<file path="src/rtl/core/fbpa_pkg.sv">
package fbpa_pkg;

    // Widths fixed by the item and register formats.
    localparam int DATA_W     = 32;
    localparam int BYTES_W    = 16;
    localparam int SIZE_W     = 17;
    localparam int COUNT_W    = 9;
    localparam int INDEX_W    = 8;
    localparam int CFG_IDX_W  = 2;
    localparam int PROD_W     = COUNT_W + SIZE_W;

    // Width of the address space that block addresses wrap in.
    localparam int ADDRESS_BITS = 32;
    localparam logic [DATA_W-1:0] ADDR_MASK = (ADDRESS_BITS >= DATA_W) ? '1 :
        DATA_W'((64'd1 << ADDRESS_BITS) - 64'd1);

    // Default pool capacity.
    localparam int MAX_BLOCKS_DEF = 256;

    // Divider width and its step counter.
    localparam int DIV_W     = DATA_W;
    localparam int DIV_CNT_W = $clog2(DIV_W);

    // Result status codes.
    typedef logic [2:0] t_status;
    localparam t_status ST_OK      = 3'd0;
    localparam t_status ST_EMPTY   = 3'd1;
    localparam t_status ST_RANGE   = 3'd2;
    localparam t_status ST_NOTBUSY = 3'd3;
    localparam t_status ST_CONFIG  = 3'd4;

    // Request actions.
    localparam logic ACT_ALLOC = 1'b0;
    localparam logic ACT_FREE  = 1'b1;

    // Configuration register indexes.
    typedef logic [CFG_IDX_W-1:0] t_cfg_idx;
    localparam t_cfg_idx CFG_BASE   = 2'd0;
    localparam t_cfg_idx CFG_BYTES  = 2'd1;
    localparam t_cfg_idx CFG_BLOCK  = 2'd2;
    localparam t_cfg_idx CFG_COUNT  = 2'd3;

    // Register values after reset.
    localparam logic [DATA_W-1:0]  RST_BASE  = '0;
    localparam logic [DATA_W-1:0]  RST_BYTES = '0;
    localparam logic [BYTES_W-1:0] RST_BLOCK = 16'd4;
    localparam logic [COUNT_W-1:0] RST_COUNT = '0;

endpackage

</file>
<file path="src/rtl/core/fbpa_div.sv">
module fbpa_div (
    input  logic                              i_clk,
    input  logic                              i_rst_n,
    input  logic                              i_start,
    input  logic [fbpa_pkg::DIV_W-1:0]        i_dividend,
    input  logic [fbpa_pkg::SIZE_W-1:0]       i_divisor,
    output logic                              o_done,
    output logic [fbpa_pkg::DIV_W-1:0]        o_quotient,
    output logic [fbpa_pkg::SIZE_W-1:0]       o_remainder
);

    localparam int DW = fbpa_pkg::DIV_W;
    localparam int SW = fbpa_pkg::SIZE_W;
    localparam int CW = fbpa_pkg::DIV_CNT_W;

    logic          r_run;
    logic          r_done;
    logic [CW-1:0] r_cnt;
    logic [DW-1:0] r_quo;
    logic [SW-1:0] r_rem;
    logic [SW:0]   partial;
    logic          fits;

    // One restoring step: bring down the next dividend bit and try the subtraction.
    assign partial = {r_rem, r_quo[DW-1]};
    assign fits    = partial >= {1'b0, i_divisor};

    always_ff @(posedge i_clk) begin
        if (!i_rst_n) begin
            r_run  <= 1'b0;
            r_done <= 1'b0;
            r_cnt  <= '0;
        end else begin
            r_done <= 1'b0;
            if (i_start) begin
                r_run <= 1'b1;
                r_cnt <= '0;
                r_quo <= i_dividend;
                r_rem <= '0;
            end else if (r_run) begin
                r_quo <= {r_quo[DW-2:0], fits};
                r_rem <= fits ? SW'(partial - {1'b0, i_divisor}) : SW'(partial);
                r_cnt <= r_cnt + 1'b1;
                if (r_cnt == CW'(DW - 1)) begin
                    r_run  <= 1'b0;
                    r_done <= 1'b1;
                end
            end
        end
    end

    assign o_done      = r_done;
    assign o_quotient  = r_quo;
    assign o_remainder = r_rem;

endmodule

</file>
<file path="src/rtl/core/fixed_block_pool_allocator_core.sv">
// Channel   | Direction | Handshake               | Payload
// input     | in        | i_in_valid / o_in_stall | i_in_action, i_in_address
// output    | out       | o_out_valid/i_out_stall | o_out_status, o_out_block_address,
//           |           |                         | o_out_block_index
// config    | in        | i_cfg_valid/o_cfg_ready | i_cfg_index, i_cfg_data
//
// An allocate runs the limit, decide, address and sum states (plus pop when it reuses a
// freed block); a free waits on the 32-step restoring divider that finds the block index.
// One request is in progress at a time; the next may be taken while a result waits.
// Reset is synchronous and active low; there is no clearing pass after it.
// A stalled result holds the sequencer in its final state until the result is taken.
module fixed_block_pool_allocator_core #(
    parameter int MAX_BLOCKS = fbpa_pkg::MAX_BLOCKS_DEF
) (
    input  logic                               i_clk,
    input  logic                               i_rst_n,
    input  logic                               i_in_valid,
    output logic                               o_in_stall,
    input  logic                               i_in_action,
    input  logic [fbpa_pkg::DATA_W-1:0]        i_in_address,
    output logic                               o_out_valid,
    input  logic                               i_out_stall,
    output logic [2:0]                         o_out_status,
    output logic [fbpa_pkg::DATA_W-1:0]        o_out_block_address,
    output logic [fbpa_pkg::INDEX_W-1:0]       o_out_block_index,
    input  logic                               i_cfg_valid,
    output logic                               o_cfg_ready,
    input  logic [fbpa_pkg::CFG_IDX_W-1:0]     i_cfg_index,
    input  logic [fbpa_pkg::DATA_W-1:0]        i_cfg_data
);

    localparam int IW  = $clog2(MAX_BLOCKS);
    localparam int DPW = $clog2(MAX_BLOCKS + 1);
    localparam int AW  = fbpa_pkg::DATA_W;
    localparam int SW  = fbpa_pkg::SIZE_W;
    localparam int CW  = fbpa_pkg::COUNT_W;
    localparam int PW  = fbpa_pkg::PROD_W;

    // Sequencer states.
    localparam logic [2:0] S_IDLE   = 3'd0;
    localparam logic [2:0] S_LIMIT  = 3'd1;
    localparam logic [2:0] S_DECIDE = 3'd2;
    localparam logic [2:0] S_POP    = 3'd3;
    localparam logic [2:0] S_ADDR   = 3'd4;
    localparam logic [2:0] S_SUM    = 3'd5;
    localparam logic [2:0] S_DIV    = 3'd6;
    localparam logic [2:0] S_DONE   = 3'd7;

    logic [2:0]                   r_state;
    logic [AW-1:0]                r_base;
    logic [AW-1:0]                r_region_bytes;
    logic [fbpa_pkg::BYTES_W-1:0] r_block_bytes;
    logic [CW-1:0]                r_block_count;
    logic [DPW-1:0]               r_depth;
    logic [CW-1:0]                r_never;
    logic [MAX_BLOCKS-1:0]        r_busy;
    logic [IW-1:0]                r_stack [MAX_BLOCKS];
    logic [IW-1:0]                r_stack_rd;
    logic                         r_req_action;
    logic [AW-1:0]                r_req_addr;
    logic [PW-1:0]                r_prod;
    logic [IW-1:0]                r_idx;
    logic [AW-1:0]                r_blk_addr;
    fbpa_pkg::t_status            r_status;
    logic                         r_out_valid;
    fbpa_pkg::t_status            r_out_status;
    logic [AW-1:0]                r_out_addr;
    logic [fbpa_pkg::INDEX_W-1:0] r_out_idx;

    logic [SW-1:0]  size;
    logic [CW-1:0]  mul_a;
    logic [PW-1:0]  prod;
    logic           usable;
    logic [AW-1:0]  offset;
    logic           below_base;
    logic           past_end;
    logic           div_start;
    logic           div_done;
    logic [AW-1:0]  div_quo;
    logic [SW-1:0]  div_rem;
    logic [IW-1:0]  q_idx;
    logic [IW-1:0]  never_idx;
    logic [IW-1:0]  pop_addr;
    logic           push_en;
    logic           cfg_wr;

    // Rounded block size and the shared multiplier for the pool limit and block addresses.
    always_comb begin
        size  = (SW'(r_block_bytes) + SW'(3)) & ~SW'(3);
        mul_a = (r_state == S_ADDR) ? CW'(r_idx) : r_block_count;
        prod  = PW'(mul_a) * PW'(size);
    end

    // Checks on the configuration and on the address of a free request.
    always_comb begin
        usable     = (size != '0) && (32'(r_block_count) <= 32'(MAX_BLOCKS))
                     && (AW'(r_prod) <= r_region_bytes);
        offset     = r_req_addr - r_base;
        below_base = r_req_addr < r_base;
        past_end   = offset >= AW'(r_prod);
        div_start  = (r_state == S_DECIDE) && usable && (r_req_action == fbpa_pkg::ACT_FREE)
                     && !below_base && !past_end;
        q_idx      = IW'(div_quo);
        never_idx  = IW'(r_never - CW'(1));
        pop_addr   = IW'(r_depth - DPW'(1));
        push_en    = (r_state == S_DIV) && div_done && r_busy[q_idx]
                     && (r_depth < DPW'(MAX_BLOCKS));
        cfg_wr     = i_cfg_valid && o_cfg_ready;
    end

    fbpa_div u_div (
        .i_clk       (i_clk),
        .i_rst_n     (i_rst_n),
        .i_start     (div_start),
        .i_dividend  (offset),
        .i_divisor   (size),
        .o_done      (div_done),
        .o_quotient  (div_quo),
        .o_remainder (div_rem)
    );

    // Freed-block stack, read every cycle at the current top.
    always_ff @(posedge i_clk) begin
        if (push_en) begin
            r_stack[IW'(r_depth)] <= q_idx;
        end
        r_stack_rd <= r_stack[pop_addr];
    end

    // Sequencer, pool bookkeeping and configuration registers.
    always_ff @(posedge i_clk) begin
        if (!i_rst_n) begin
            r_state        <= S_IDLE;
            r_out_valid    <= 1'b0;
            r_base         <= fbpa_pkg::RST_BASE;
            r_region_bytes <= fbpa_pkg::RST_BYTES;
            r_block_bytes  <= fbpa_pkg::RST_BLOCK;
            r_block_count  <= fbpa_pkg::RST_COUNT;
            r_depth        <= '0;
            r_never        <= fbpa_pkg::RST_COUNT;
            r_busy         <= '0;
        end else begin
            if (r_out_valid && !i_out_stall) begin
                r_out_valid <= 1'b0;
            end

            case (r_state)
                S_IDLE: begin
                    if (i_in_valid && !o_in_stall) begin
                        r_req_action <= i_in_action;
                        r_req_addr   <= i_in_address;
                        r_state      <= S_LIMIT;
                    end
                end
                S_LIMIT: begin
                    r_prod  <= prod;
                    r_state <= S_DECIDE;
                end
                S_DECIDE: begin
                    if (!usable) begin
                        r_status <= fbpa_pkg::ST_CONFIG;
                        r_state  <= S_DONE;
                    end else if (r_req_action == fbpa_pkg::ACT_ALLOC) begin
                        if (r_depth != '0) begin
                            r_depth <= r_depth - DPW'(1);
                            r_state <= S_POP;
                        end else if (r_never != '0) begin
                            r_never           <= r_never - CW'(1);
                            r_idx             <= never_idx;
                            r_busy[never_idx] <= 1'b1;
                            r_state           <= S_ADDR;
                        end else begin
                            r_status <= fbpa_pkg::ST_EMPTY;
                            r_state  <= S_DONE;
                        end
                    end else if (below_base || past_end) begin
                        r_status <= fbpa_pkg::ST_RANGE;
                        r_state  <= S_DONE;
                    end else begin
                        r_state <= S_DIV;
                    end
                end
                S_POP: begin
                    r_idx              <= r_stack_rd;
                    r_busy[r_stack_rd] <= 1'b1;
                    r_state            <= S_ADDR;
                end
                S_ADDR: begin
                    r_prod  <= prod;
                    r_state <= S_SUM;
                end
                S_SUM: begin
                    r_blk_addr <= r_base + AW'(r_prod);
                    r_status   <= fbpa_pkg::ST_OK;
                    r_state    <= S_DONE;
                end
                S_DIV: begin
                    if (div_done) begin
                        if (!r_busy[q_idx]) begin
                            r_status <= fbpa_pkg::ST_NOTBUSY;
                        end else begin
                            r_busy[q_idx] <= 1'b0;
                            if (r_depth < DPW'(MAX_BLOCKS)) begin
                                r_depth <= r_depth + DPW'(1);
                            end
                            r_idx      <= q_idx;
                            r_blk_addr <= r_req_addr - AW'(div_rem);
                            r_status   <= fbpa_pkg::ST_OK;
                        end
                        r_state <= S_DONE;
                    end
                end
                S_DONE: begin
                    if (!r_out_valid || !i_out_stall) begin
                        r_out_valid  <= 1'b1;
                        r_out_status <= r_status;
                        if (r_status == fbpa_pkg::ST_OK) begin
                            r_out_addr <= r_blk_addr & fbpa_pkg::ADDR_MASK;
                            r_out_idx  <= fbpa_pkg::INDEX_W'(r_idx);
                        end else begin
                            r_out_addr <= '0;
                            r_out_idx  <= '0;
                        end
                        r_state <= S_IDLE;
                    end
                end
                default: begin
                    r_state <= S_IDLE;
                end
            endcase

            // A register write frees every block.
            if (cfg_wr) begin
                case (i_cfg_index)
                    fbpa_pkg::CFG_BASE:  r_base         <= i_cfg_data;
                    fbpa_pkg::CFG_BYTES: r_region_bytes <= i_cfg_data;
                    fbpa_pkg::CFG_BLOCK: r_block_bytes  <= i_cfg_data[fbpa_pkg::BYTES_W-1:0];
                    fbpa_pkg::CFG_COUNT: r_block_count  <= i_cfg_data[CW-1:0];
                    default:             r_base         <= r_base;
                endcase
                r_depth <= '0;
                r_never <= (i_cfg_index == fbpa_pkg::CFG_COUNT) ? i_cfg_data[CW-1:0]
                                                                : r_block_count;
                r_busy  <= '0;
            end
        end
    end

    assign o_in_stall          = (r_state != S_IDLE);
    assign o_cfg_ready         = 1'b1;
    assign o_out_valid         = r_out_valid;
    assign o_out_status        = r_out_status;
    assign o_out_block_address = r_out_addr;
    assign o_out_block_index   = r_out_idx;

endmodule

</file>
<file path="config.mk">
export PLATFORM = sky130hd
export DESIGN_NAME = fixed_block_pool_allocator_core
export DESIGN_NICKNAME = d
export VERILOG_FILES = /design/src/rtl/core/fbpa_pkg.sv /design/src/rtl/core/fbpa_div.sv /design/src/rtl/core/fixed_block_pool_allocator_core.sv
export SDC_FILE = /design/constraint.sdc
export NUM_CORES = 2
export LEC_CHECK = 0
export BUFFER_PORTS_ARGS = -buffer_cell sky130_fd_sc_hd__buf_2
export CAP_MARGIN = 40
export CORE_MARGIN = 10
export CORE_UTILIZATION = 65
export CTS_BUF_LIST = sky130_fd_sc_hd__clkbuf_8
export CTS_CLUSTER_SIZE = 10
export DETAILED_ROUTE_END_ITERATION = 8
export PLACE_DENSITY = 0.82
export SETUP_SLACK_MARGIN = 0.3
export SYNTH_ARGS = -nofsm -noshare
export SYNTH_HDL_FRONTEND = slang
export SYNTH_HIERARCHICAL = 1
export SYNTH_SLANG_ARGS = --single-unit
</file>
<file path="constraint.sdc">
create_clock -name i_clk -period 8.4 [get_ports i_clk]
set_input_delay 0.84 -clock i_clk [delete_from_list [all_inputs] [get_ports i_clk]]
set_output_delay 0.84 -clock i_clk [all_outputs]
set_load 0.02 [all_outputs]
</file>
Yosys cells after proc, flatten, opt, wreduce, memory -nomap -nowiden
Memory sizes are Yosys's and may differ from the RTL's. A register that Yosys moved wholly into a read port is not among the register bits.
Cells that the tools add are included.
{"block": "totals", "reg_bits": 566, "ram_bits": 2048, "out_inout_bits": 46, "wordCells": 202, "memories": 1}
{"block": "classes", "n_addsub": 9, "mul": 1, "n_lt_le_gt_ge": 12, "n_eq_ne": 26, "n_mux": 70, "bitwise": 6, "n_reduce_logical": 54}
{"name": "r_stack", "words": 256, "word_bits": 8, "read_ports": 1, "rd_ports_with_merged_regs": 1, "wr": 1, "line": "fixed_block_pool_allocator_core.sv:57", "text": "logic [IW-1:0] r_stack [MAX_BLOCKS];"}
{"cell": "$mux 256", "n": 6}
{"cell": "$pmux 256 s3", "n": 1}
{"cell": "$or 256x256->256", "n": 2}
{"cell": "$and 256x256->256", "n": 1}
{"cell": "$not 256->256", "n": 1}
{"cell": "$mux 32", "n": 4}
{"cell": "$mux 9", "n": 14}
{"cell": "$pmux 32 s2", "n": 1}
{"cell": "$mux 8", "n": 6}
{"cell": "$mux 3", "n": 12}
{"cell": "$mux 17", "n": 2}
{"cell": "$add 32x26->32", "n": 1}
{"cell": "$ge 32x26->1", "n": 1}
{"cell": "$le 26x32->1", "n": 1}
{"cell": "$lt 32x32->1", "n": 1}
{"cell": "$sub 32x17->32", "n": 1}
{"cell": "$sub 32x32->32", "n": 1}
{"cell": "$lt 8x9->1 const B", "n": 3}
{"cell": "$demux 1 s8", "n": 3}
{"cell": "$ge 8x1->1 const B", "n": 3}
{"cell": "$mul 9x15->24", "n": 1}
{"cell": "$pmux 3 s8", "n": 1}
{"cell": "$pmux 8 s3", "n": 1}
{"cell": "$ge 18x17->1", "n": 1}
{"cell": "41 further kinds", "n": 109}

Depth between registers and ports, before layout
{"block": "logic_depth", "ltp_word": 11, "ltp_mapped": 27, "depth_no_buf": 27}

Hierarchy
Netlist, hierarchy kept.
{"module": "fixed_block_pool_allocator_core", "n_inst": 1, "cells_each": 7264, "area_per_inst_um2": 112505.4}
{"module": "fbpa_div", "n_inst": 1, "cells_each": 302, "area_per_inst_um2": 3365.7}

Worst setup path before layout
Ideal clock, no wire load.
{"block": "synth_path", "kind": "flip-flop to flip-flop", "start": "reg u_div.r_quo[2], in the netlist u_div/o_quotient[2]", "end": "reg r_blk_addr[0] (enable)", "arrival_time_ns": 7.307, "required_time_ns": 7.968, "slack_ns": 0.661, "path_stages_with_launch": 11, "n_path_buf": 3, "synth_period_minus_slack_ns": 7.739, "cell_sequence": "edfxtp_1 -> buf_2 -> nor2b_1 -> clkbuf_1 -> a221oi_1 -> mux4_2 -> o32ai_4 -> nor2_4 -> buf_6 -> or3_1 -> a21oi_1"}
{"block": "synth_via", "elab_chain_len": 4}
{"element": "start: declaration", "line": "fbpa_div.sv:19", "text": "logic [DW-1:0] r_quo;"}
{"element": "start signal: assignment", "line": "fbpa_div.sv:38", "text": "r_quo <= i_dividend;"}
{"element": "start signal: assignment", "line": "fbpa_div.sv:41", "text": "r_quo <= {r_quo[DW-2:0], fits};"}
{"element": "$bmux 1 s8", "line": "fixed_block_pool_allocator_core.sv:199", "text": "if (!r_busy[q_idx]) begin"}
{"element": "$mux 1 (not written as such)", "line": "fixed_block_pool_allocator_core.sv:199"}
{"element": "$ne 2x1->1 (no line)"}
{"element": "$reduce_and 4->1 (no line)"}
{"element": "end signal: assignment", "line": "fixed_block_pool_allocator_core.sv:193", "text": "r_blk_addr <= r_base + AW'(r_prod);"}
{"element": "end signal: assignment", "line": "fixed_block_pool_allocator_core.sv:207", "text": "r_blk_addr <= r_req_addr - AW'(div_rem);"}
{"element": "end: declaration", "line": "fixed_block_pool_allocator_core.sv:63", "text": "logic [AW-1:0] r_blk_addr;"}
Every way passes these cells. The select of a mux whose other input is x is not followed.
A chain may end at the register's enable or synchronous reset.

Worst setup path after layout
{"block": "layout_path", "start": "reg r_state[2]", "end": "reg r_prod[25] (data pin)"}
{"block": "layout_via", "elab_chain_len": 3}
{"element": "start: declaration", "line": "fixed_block_pool_allocator_core.sv:49", "text": "logic [2:0] r_state;"}
{"element": "start signal: assignment", "line": "fixed_block_pool_allocator_core.sv:133", "text": "r_state <= S_IDLE;"}
{"element": "start signal: assignment", "line": "fixed_block_pool_allocator_core.sv:152", "text": "r_state <= S_LIMIT;"}
{"element": "start signal: assignment", "line": "fixed_block_pool_allocator_core.sv:157", "text": "r_state <= S_DECIDE;"}
{"element": "$eq 3x3->1", "line": "fixed_block_pool_allocator_core.sv:90", "text": "mul_a = (r_state == S_ADDR) ? CW'(r_idx) : r_block_count;"}
{"element": "$mux 9", "line": "fixed_block_pool_allocator_core.sv:90"}
{"element": "$mul 9x15->24", "line": "fixed_block_pool_allocator_core.sv:91", "text": "prod = PW'(mul_a) * PW'(size);"}
{"element": "named net prod[25]", "line": "fixed_block_pool_allocator_core.sv:72", "text": "logic [PW-1:0] prod;"}
{"element": "end signal: assignment", "line": "fixed_block_pool_allocator_core.sv:156", "text": "r_prod <= prod;"}
{"element": "end signal: assignment", "line": "fixed_block_pool_allocator_core.sv:189", "text": "r_prod <= prod;"}
{"element": "end: declaration", "line": "fixed_block_pool_allocator_core.sv:61", "text": "logic [PW-1:0] r_prod;"}
The timed path passes the listed nets, and every way through them passes these cells.

==> flow_metrics.env <==
export IMPL_drive_above_1_share_pct=20.08
export IMPL_place_port_buffers=116
export IMPL_die_area_um2=195600
export IMPL_cts_sink_count=2622
export IMPL_violations="DRC"
export IMPL_power_density_nw_per_um2=204.6
export IMPL_post_cts_setup_buffer_count=0
export IMPL_rows=154
export IMPL_ant_nets=0
export IMPL_grt_ovfl_total=0
export IMPL_cp_slowest_cell="dfxtp_1"
export IMPL_syn_area_um2=115900
export IMPL_synth_distinct_cells=104
export IMPL_layout_common_cells="edfxtp_1, nand2_1, mux4_2"
export IMPL_drt_pass1_iter_count=9
export IMPL_drtIter0Drc=12090
export IMPL_final_common_cell="edfxtp_1"
export IMPL_drt_wl_total_um=337200
export IMPL_critPathKind="reg2reg"
export IMPL_synth_seq_cells=2622
export IMPL_cts_buffers=414
export IMPL_async_flop_share_pct=0
export IMPL_top_level_ports=118
export IMPL_grt_pass1_wl_um=486100
export IMPL_drcViolationCount=2
export IMPL_critPathCaptureType="register"
export IMPL_critPathBufInv=5
export IMPL_clock_skew_ns=0.1307
export IMPL_post_place_ws_ns=1.646
export IMPL_hp_class="in2reg"
export IMPL_synth_ff_type="edfxtp_1"
export IMPL_insertion_delay_ns=1.16
export IMPL_area_delta_synth_final_pct=10.12
export IMPL_coreArea_um2=176700
export IMPL_htree_levels=5
export IMPL_start_util_pct=65.58
export IMPL_cap_violations=0
export IMPL_seq_area_frac_synth_pct=64.65
export IMPL_worst_slew_pin_transition_ns=1.421
export IMPL_status="finished, violations left"
export IMPL_critPathRequiredTime_ns=9.39
export IMPL_cpPeakStageDelay_ns=0.67
export IMPL_die_w_um=442.2
export IMPL_cts_resized=0
export IMPL_path_clk_slew_ns=0.07
export IMPL_crit_path_max_fanout=15
export IMPL_track_usage_pct=33.37
export IMPL_rsz0062_at_grt="false"
export IMPL_start_kind="register"
export IMPL_timing_setup_tns_ns=0
export IMPL_vias=74620
export IMPL_cpMostUsedCell="fa_1"
export IMPL_hold_viol=0
export IMPL_viasPerCell=7.092
export IMPL_synth_edf_count=2240
export IMPL_avgSynthCellArea_um2=15.31
export IMPL_fin_nets=8226
export IMPL_fin_ws_ns=1.575
export IMPL_dieHeight_um=442.2
export IMPL_fmax_ghz=0.1465
export IMPL_fin_crit_ns=6.825
export IMPL_fillers=9987
export IMPL_cts_hold_buf=41
export IMPL_report_final_slew_viol_count=0
export IMPL_clock_root_buffer="clkbuf_8"
export IMPL_grt_pass1_vias=73180
export IMPL_grt_max_degree=257
export IMPL_ir_drop_uv=182.8
export IMPL_final_setup_viol_count=0
export IMPL_ys_warnings_count=6
export IMPL_maxSlewHeadroom_pct=5.253
export IMPL_worst_ep_arrival_time_ns=7.81
export IMPL_hpwl_um=214100
export IMPL_cp_cell_sequence="clkinv_1 -> nor3_2 -> buf_4 -> mux2i_1 -> nor2_1 -> fa_1 -> fa_1 -> fa_1 -> inv_1 -> fa_1 -> inv_1 -> ha_1 -> or2_2 -> o41ai_1 -> clkdlybuf4s15_2 -> o211ai_1 -> nand3_1 -> nand3_1 -> or4_1 -> and3_1 -> a211oi_1"
export IMPL_gp_congestion=0.9581
export IMPL_cts_tree="built"
export IMPL_cp_top_family="adder cells"
export IMPL_wl_per_cell_um=32.05
export IMPL_synthCells=7566
export IMPL_period_share_pct=81.25
export IMPL_leakage_nw=42.81
export IMPL_totalPowerFinal_w=0.02610
export IMPL_cts_max_path_buffers=4
export IMPL_antenna_found_initial=33
worst register-to-register path, cell delays in order (launching register included):
cell	delay [ns]
dfxtp_1	0.67
clkinv_1	0.46
nor3_2	0.27
buf_4	0.25
mux2i_1	0.57
nor2_1	0.16
fa_1	0.58
fa_1	0.43
fa_1	0.49
inv_1	0.05
fa_1	0.48
inv_1	0.04
ha_1	0.21
or2_2	0.31
o41ai_1	0.24
clkdlybuf4s15_2	0.31
o211ai_1	0.17
nand3_1	0.11
nand3_1	0.10
or4_1	0.44
and3_1	0.16
a211oi_1	0.17
routing by layer:
metal  global-route usage, %  vias up  share of wire (%)
met1                   43.37    36790                 33
met4                   16.90       36                6.5
met2                   50.90     6491                 46
met5                  0.1953        -              0.085
met3                   10.88     1544                 14
li1                        -    29750                  -
cell families after synthesis:
family,count (synthesis),share of synthesized area (%)
mux,812,15.10
simple gates,1857,6.902
flops,2622,64.65
fa+ha+maj,290,3.753
xor+xnor,144,1.088
buf+inv,744,2.617
compound gates,1095,5.880
other cells,2,0.006481
cell usage after synthesis (25+ instances only):
library cell / count / share of area (%)
a21o_1: 40 / 0.26
a21oi_1: 239 / 1.0
a22oi_1: 25 / 0.16
and2_1: 53 / 0.29
buf_1: 45 / 0.15
buf_2: 67 / 0.29
clkbuf_1: 299 / 0.97
dfxtp_1: 382 / 6.6
edfxtp_1: 2240 / 58
fa_1: 96 / 1.7
ha_1: 194 / 2.1
inv_1: 301 / 0.98
mux2_2: 38 / 0.37
mux2i_1: 31 / 0.27
mux4_2: 736 / 14
nand2_1: 918 / 3.0
nand2b_1: 33 / 0.18
nand3_1: 106 / 0.46
nand4_1: 26 / 0.14
nor2_1: 498 / 1.6
nor2b_1: 48 / 0.26
nor3_1: 47 / 0.20
o21a_1: 25 / 0.16
o21ai_0: 287 / 1.2
o21ai_1: 37 / 0.16
o22ai_1: 264 / 1.4
xnor2_1: 105 / 0.79
xor2_1: 39 / 0.29
cell type report:
cell class	count	area (µm²)	area share, %
Timing Repair Buffer	322	3033	2.377
Clock buffer	437	6015	4.713
Antenna cell	15	37.54	0.02942
Inverter	303	1139	0.8923
Clock inverter	281	1398	1.095
Sequential cell	2622	74920	58.71
Multi-Input combinational cell	4201	38140	29.89
Tap cell	2340	2928	2.294
final timing paths:
path / startpoint / end / slack, ns / depth (start not counted)
setup / recovery: r_state[2] / r_prod[25] / 1.58 / 21
hold / removal: i_cfg_data[29] / r_region_bytes[29] / 0.06 / 3
setup reg to reg: r_state[2] / r_prod[25] / 1.58 / 21
hold reg to reg: r_busy[154] / r_busy[154] / 0.46 / 2
sequential cells by signal (all words and copies together), names as in the netlist, 32 cells and up:
register	cells
r_base	32
r_region_bytes	32
r_req_addr	32
r_stack	2048
u_div/o_quotient	32
r_busy	256
r_blk_addr	32
o_out_block_address	32
report_power, final:
| group | internal (W) | total [W] | switching (W) |
|---|---|---|---|
| clock | 0.00507 | 0.0101 | 0.00503 |
| sequential | 0.0141 | 0.0142 | 0.000147 |
| combinational | 0.000597 | 0.00177 | 0.00118 |
| total | 0.0197 | 0.0261 | 0.00635 |
per-stage QoR:
step                cells  hold slack [ns]  util [%]  cell area (µm²)
global placement     9672           0.4387     67.09           118500
floorplan            7567           0.4221         -           115900
CTS                 10500        0.0003636     72.14           127500
global route        10510          0.03619     72.20           127600
finish              10520          0.06173     72.22           127600
detailed placement   9740           0.4466     67.71           119600
No activity file was read; power rests on OpenSTA's default activity.
